### src/hdl/lce_pkg.sv
// ----------------------------------------------------------------------------
// lce_pkg: shared types and constants of the leader clustering engine
// Holds the distance mode codes, the register indexes, the sequencer states
// and the payload widths.
// ----------------------------------------------------------------------------
package lce_pkg;

  localparam int unsigned CoordW  = 16;
  localparam int unsigned WeightW = 16;
  localparam int unsigned CwW     = 32;
  localparam int unsigned ThrW    = 18;
  localparam int unsigned IdxOutW = 6;
  localparam int unsigned NumCoordFields = 4;

  typedef enum logic [1:0] {
    MODE_L1   = 2'd0,
    MODE_L2   = 2'd1,
    MODE_LINF = 2'd2,
    MODE_LINF_ALT = 2'd3
  } dist_mode_e;

  typedef enum logic {
    REG_THRESHOLD = 1'b0,
    REG_MODE      = 1'b1
  } reg_index_e;

  typedef enum logic [3:0] {
    ST_IDLE,
    ST_SCAN_RD,
    ST_SCAN_ACC,
    ST_SCAN_CMP,
    ST_UPD_RD,
    ST_UPD_MUL,
    ST_UPD_DIV,
    ST_UPD_WR,
    ST_NEW_WR,
    ST_RESULT
  } seq_state_e;

  // Start and status of the divider.
  typedef struct packed {
    logic start;
    logic busy;
    logic done;
  } div_ctrl_t;

endpackage

### src/hdl/lce_divider.sv
// ----------------------------------------------------------------------------
// lce_divider: signed restoring divider
// Divides a signed numerator by an unsigned denominator one quotient bit per
// cycle and truncates toward zero.
// ----------------------------------------------------------------------------
module lce_divider
  import lce_pkg::*;
#(
  parameter int unsigned NumW = 50,
  parameter int unsigned DenW = 33
) (
  input  logic                   clk_i,
  input  logic                   rst_ni,
  input  logic                   start_i,
  input  logic signed [NumW-1:0] num_i,
  input  logic        [DenW-1:0] den_i,
  output div_ctrl_t              stat_o,
  output logic signed [NumW-1:0] quot_o
);

  localparam int unsigned CntW = $clog2(NumW + 1);

  logic [NumW-1:0] mag_q, mag_d;
  logic [DenW:0]   rem_q, rem_d;
  logic [DenW-1:0] den_q, den_d;
  logic            neg_q, neg_d;
  logic [CntW-1:0] cnt_q, cnt_d;
  logic            busy_q, busy_d;
  logic            done_q, done_d;
  logic [DenW:0]   trial;

  always_comb begin
    mag_d  = mag_q;
    rem_d  = rem_q;
    den_d  = den_q;
    neg_d  = neg_q;
    cnt_d  = cnt_q;
    busy_d = busy_q;
    done_d = 1'b0;
    trial  = {rem_q[DenW-1:0], mag_q[NumW-1]};
    if (start_i) begin
      neg_d  = num_i[NumW-1];
      mag_d  = num_i[NumW-1] ? NumW'(-num_i) : NumW'(num_i);
      den_d  = den_i;
      rem_d  = '0;
      cnt_d  = CntW'(NumW);
      busy_d = 1'b1;
    end else if (busy_q) begin
      if (trial >= {1'b0, den_q}) begin
        rem_d = trial - {1'b0, den_q};
        mag_d = {mag_q[NumW-2:0], 1'b1};
      end else begin
        rem_d = trial;
        mag_d = {mag_q[NumW-2:0], 1'b0};
      end
      cnt_d = cnt_q - 1'b1;
      if (cnt_q == CntW'(1)) begin
        busy_d = 1'b0;
        done_d = 1'b1;
      end
    end
  end

  always_ff @(posedge clk_i or negedge rst_ni) begin
    if (!rst_ni) begin
      busy_q <= 1'b0;
      done_q <= 1'b0;
      cnt_q  <= '0;
    end else begin
      busy_q <= busy_d;
      done_q <= done_d;
      cnt_q  <= cnt_d;
    end
  end

  always_ff @(posedge clk_i) begin
    mag_q <= mag_d;
    rem_q <= rem_d;
    den_q <= den_d;
    neg_q <= neg_d;
  end

  assign quot_o = neg_q ? -$signed(mag_q) : $signed(mag_q);
  assign stat_o = '{start: start_i, busy: busy_q, done: done_q};

  a_done_after_busy: assert property (@(posedge clk_i) disable iff (!rst_ni)
    done_q |-> $past(busy_q)) else $error("divider done without work");
  a_no_restart: assert property (@(posedge clk_i) disable iff (!rst_ni)
    busy_q |-> !start_i) else $error("divider restarted while busy");
  a_busy_after_start: assert property (@(posedge clk_i) disable iff (!rst_ni)
    start_i |=> busy_q) else $error("divider did not start");

endmodule

### config.mk
export PLATFORM = sky130hd
export DESIGN_NAME = lce_divider
export DESIGN_NICKNAME = d
export VERILOG_FILES = /design/src/hdl/lce_pkg.sv /design/src/hdl/lce_divider.sv
export SDC_FILE = /design/constraint.sdc
export NUM_CORES = 1
export LEC_CHECK = 0
export BUFFER_PORTS_ARGS = -buffer_cell sky130_fd_sc_hd__buf_2
export CORE_MARGIN = 2
export CORE_UTILIZATION = 40
export CTS_CLUSTER_SIZE = 14
export DETAILED_ROUTE_END_ITERATION = 6
export PLACE_DENSITY = 0.68
export REMOVE_ABC_BUFFERS = 1
export SYNTH_ARGS = -nofsm -noshare
export SYNTH_HDL_FRONTEND = slang
export SYNTH_SLANG_ARGS = --single-unit
### constraint.sdc
create_clock -name clk_i -period 6.8 [get_ports clk_i]
set_clock_uncertainty 0.2 [all_clocks]
set_input_delay 2.04 -clock clk_i [delete_from_list [all_inputs] [get_ports clk_i]]
set_output_delay 2.04 -clock clk_i [all_outputs]
set_load 0.05 [all_outputs]
==> metrics.yaml <==
synthesis:
  synth_flop_cell: "edfxtp_1"
  synth_top_area_cell: "edfxtp_1"
  synthCells: 978
  synth_edf_count: 84
  synth-warning-count: 0
  ys_seq_area_share_pct: 38.4
  yosys.area.top_type_share_pct: 28.7
  ys_top_cells_by_area: "edfxtp_1 (29%), dfxtp_1 (7.5%), xnor2_1 (7.2%)"
  synth_seq_cells: 125
  synthArstFlopShare_pct: 6.40
  syn_area_per_cell_um2: 9.00
  synth_cell_types: 63
  synth.cell_area_um2: 8800
power_and_ir_drop:
  ir_worst_vdd_mv: 0.134
  power.static_leakage_nw: 4.13
  power_density_nw_per_um2: 243
  finalPower_mw: 2.49
timing:
  grt_setup_unrepaired: "no"
  fin_tns_setup_ns: 0
  timing.final.ws_setup_ns: 0.531
  maxSlewViolCount: 0
  fin_crit_ns: 6.27
  fin_crit_sh_pct: 92.2
  final-hold-violation-count: 0
  tightest_slew_ns: 1.07
  setup_viol: 0
  slew_headroom_pct: 28.4
  max_freq_mhz: 160
die:
  fp.dieW_um: 152
  die_h_um: 152
  io_pins: 139
  dieArea_um2: 23200
  initial_core_util_pct: 40.6
  num_rows: 54
  core_area_um2: 21700
placement:
  pre_cts_ws_ns: 1.01
  dp_hpwl_mm: 15.9
  placed_cells: 1348
  gp_congestion: 0.872
  port_buffers: 138
min_path:
  holdPathStages: 2
  hold_path_class: "reg -> reg"
  min_to: "rem_q[3]"
  holdCritStartpoint: "rem_q[3]"
worst_setup_path:
  cp_slowest_cell: "or4_4"
  crit_fanout: 5
  critPathRequiredTime_ns: 4.56
  ff2ff_setup_slack_ns: 2.76
  path_class: "reg -> out"
  ff2ff_path_depth: 12
  max_stage_delay_ns: 0.56
  end_kind: "output pin"
  cpLargestDelayFamily: "simple AND/OR/NAND/NOR gates"
  path_cells: "or4_4 > or3_4 > or4_4 > nor2_4 > nand3_2 > or3_4 > or3_1 > o31ai_1 > xnor2_1 > buf_2"
  worstPathArrival_ns: 4.03
  path_buf_inv: 1
  r2r_end: "rem_q[31]"
  start_kind: "register"
  r2r_start: "den_q[21]"
cts:
  cts.repair.resized: 0
  path_clk_slew_ns: 0.06
  clock_path_buffers: 2
  cts_hold_buf: 0
  cts_setup_buffers: 0
  numCtsBuffers: 17
  clock-sinks: 125
  cts-root-buf: "clkbuf_16"
  cts_tree: "done"
  htreeDepth: 4
  clk_latency_ns: 0.43
route:
  antenna_left: 0
  route.vias.total: 7533
  drc_errors: 0
  dr.pass1.iters: 5
  drt-initial-drc-count: 475
  wirelength_mm: 22.0
  routedWlPerCell_um: 16.0
  viasPerCell: 5.46
finish:
  drive_above_1_share_pct: 17.8
  area_growth_pct: 16.6
  final_nets: 1211
  mostFrequentLayoutCells: "buf_2 (137), nor2_1 (101), a21oi_1 (87), edfxtp_1 (84), xnor2_1 (72)"
  final_common_cell: "buf_2"
  fillers: 2061
  final_util_pct: 47.3
  fin_cells: 1380
global_route:
  grt_pass1_wl_mm: 36.3
  grtUsageTotal_pct: 19.1
  grt_pass1_vias: 7343
  grt_max_degree: 77
  gr-total-overflow: 0
  antenna_found_initial: 1
run:
  maxCapViolCount: 0
status:
  status: "complete, no violations"
sequential cells by signal, indices dropped and copies added (netlist names):
signal / flops
neg_q: 1
done_q: 1
rem_q: 33
mag_q: 50
cnt_q: 6
den_q: 33
busy_q: 1
where the power goes:
group	switching, mW	internal (mW)	leakage [nW]
registers	0.0611	0.883	1.20
logic	0.428	0.184	2.66
clock network	0.364	0.574	0.270
through the flow:
step                      cell area (um2)  hold slack [ns]
after global placement               9670            0.288
after global routing                10300            0.321
final                               10300            0.303
after detailed placement             9670            0.295
after floorplan                      8580            0.258
after CTS                           10300            0.305
cell type report:
cell class	instances	area, um2	share of cell area (%)
inverter	52	195	1.90
timing repair buffer	143	731	7.12
sequential	125	3380	33.0
multi-input combinational	748	5010	48.8
clock buffer	17	425	4.14
tap	280	350	3.41
antenna	1	2.50	0.0244
clock inverter	14	169	1.65
worst max path at each step:
stage,startpoint,end,slack [ns],cells past startpoint
final,mag_q[13],quot_o[39],0.53,10
after global routing,mag_q[13],quot_o[39],0.37,10
after CTS,mag_q[13],quot_o[39],0.51,10
after detailed placement,mag_q[13],quot_o[39],1.01,10
after global placement,mag_q[14],quot_o[47],1.07,10
after floorplan,mag_q[14],quot_o[47],1.11,9
tightest hold or removal path, cell delays in order (launching register included):
cell	delay (ns)
dfxtp_1	0.32
nor2_1	0.08
a311oi_1	0.05
logic make-up after synthesis:
logic type | share of synthesized area [%]
AO/OA/AOI/OAI | 19.7
XOR/XNOR | 12.6
flip-flops | 38.4
multiplexers | 2.50
adder cells (fa/ha/maj) | 5.49
AND/OR/NAND/NOR | 16.5
buffers and inverters | 4.71
Yosys cell counts (all sizes together) (20+ instances only):
master,number
o21ai,63
o31ai,28
nand2,65
dfxtp,33
xor2,55
ha,37
a21oi,87
xnor2,72
clkbuf,42
or4,20
inv,51
or3,22
a211oi,24
nor2,102
mux2i,22
edfxtp,84
routing by layer:
metal | wire [um] | track usage [%] | share of wire, %
met5 | 0 | 0 | 0
met4 | 209 | 5.12 | 0.95
met2 | 10600 | 32.6 | 48
met1 | 9920 | 24.1 | 45
met3 | 1300 | 4.69 | 5.9
Note: power is estimated with default switching activity, not from simulation.
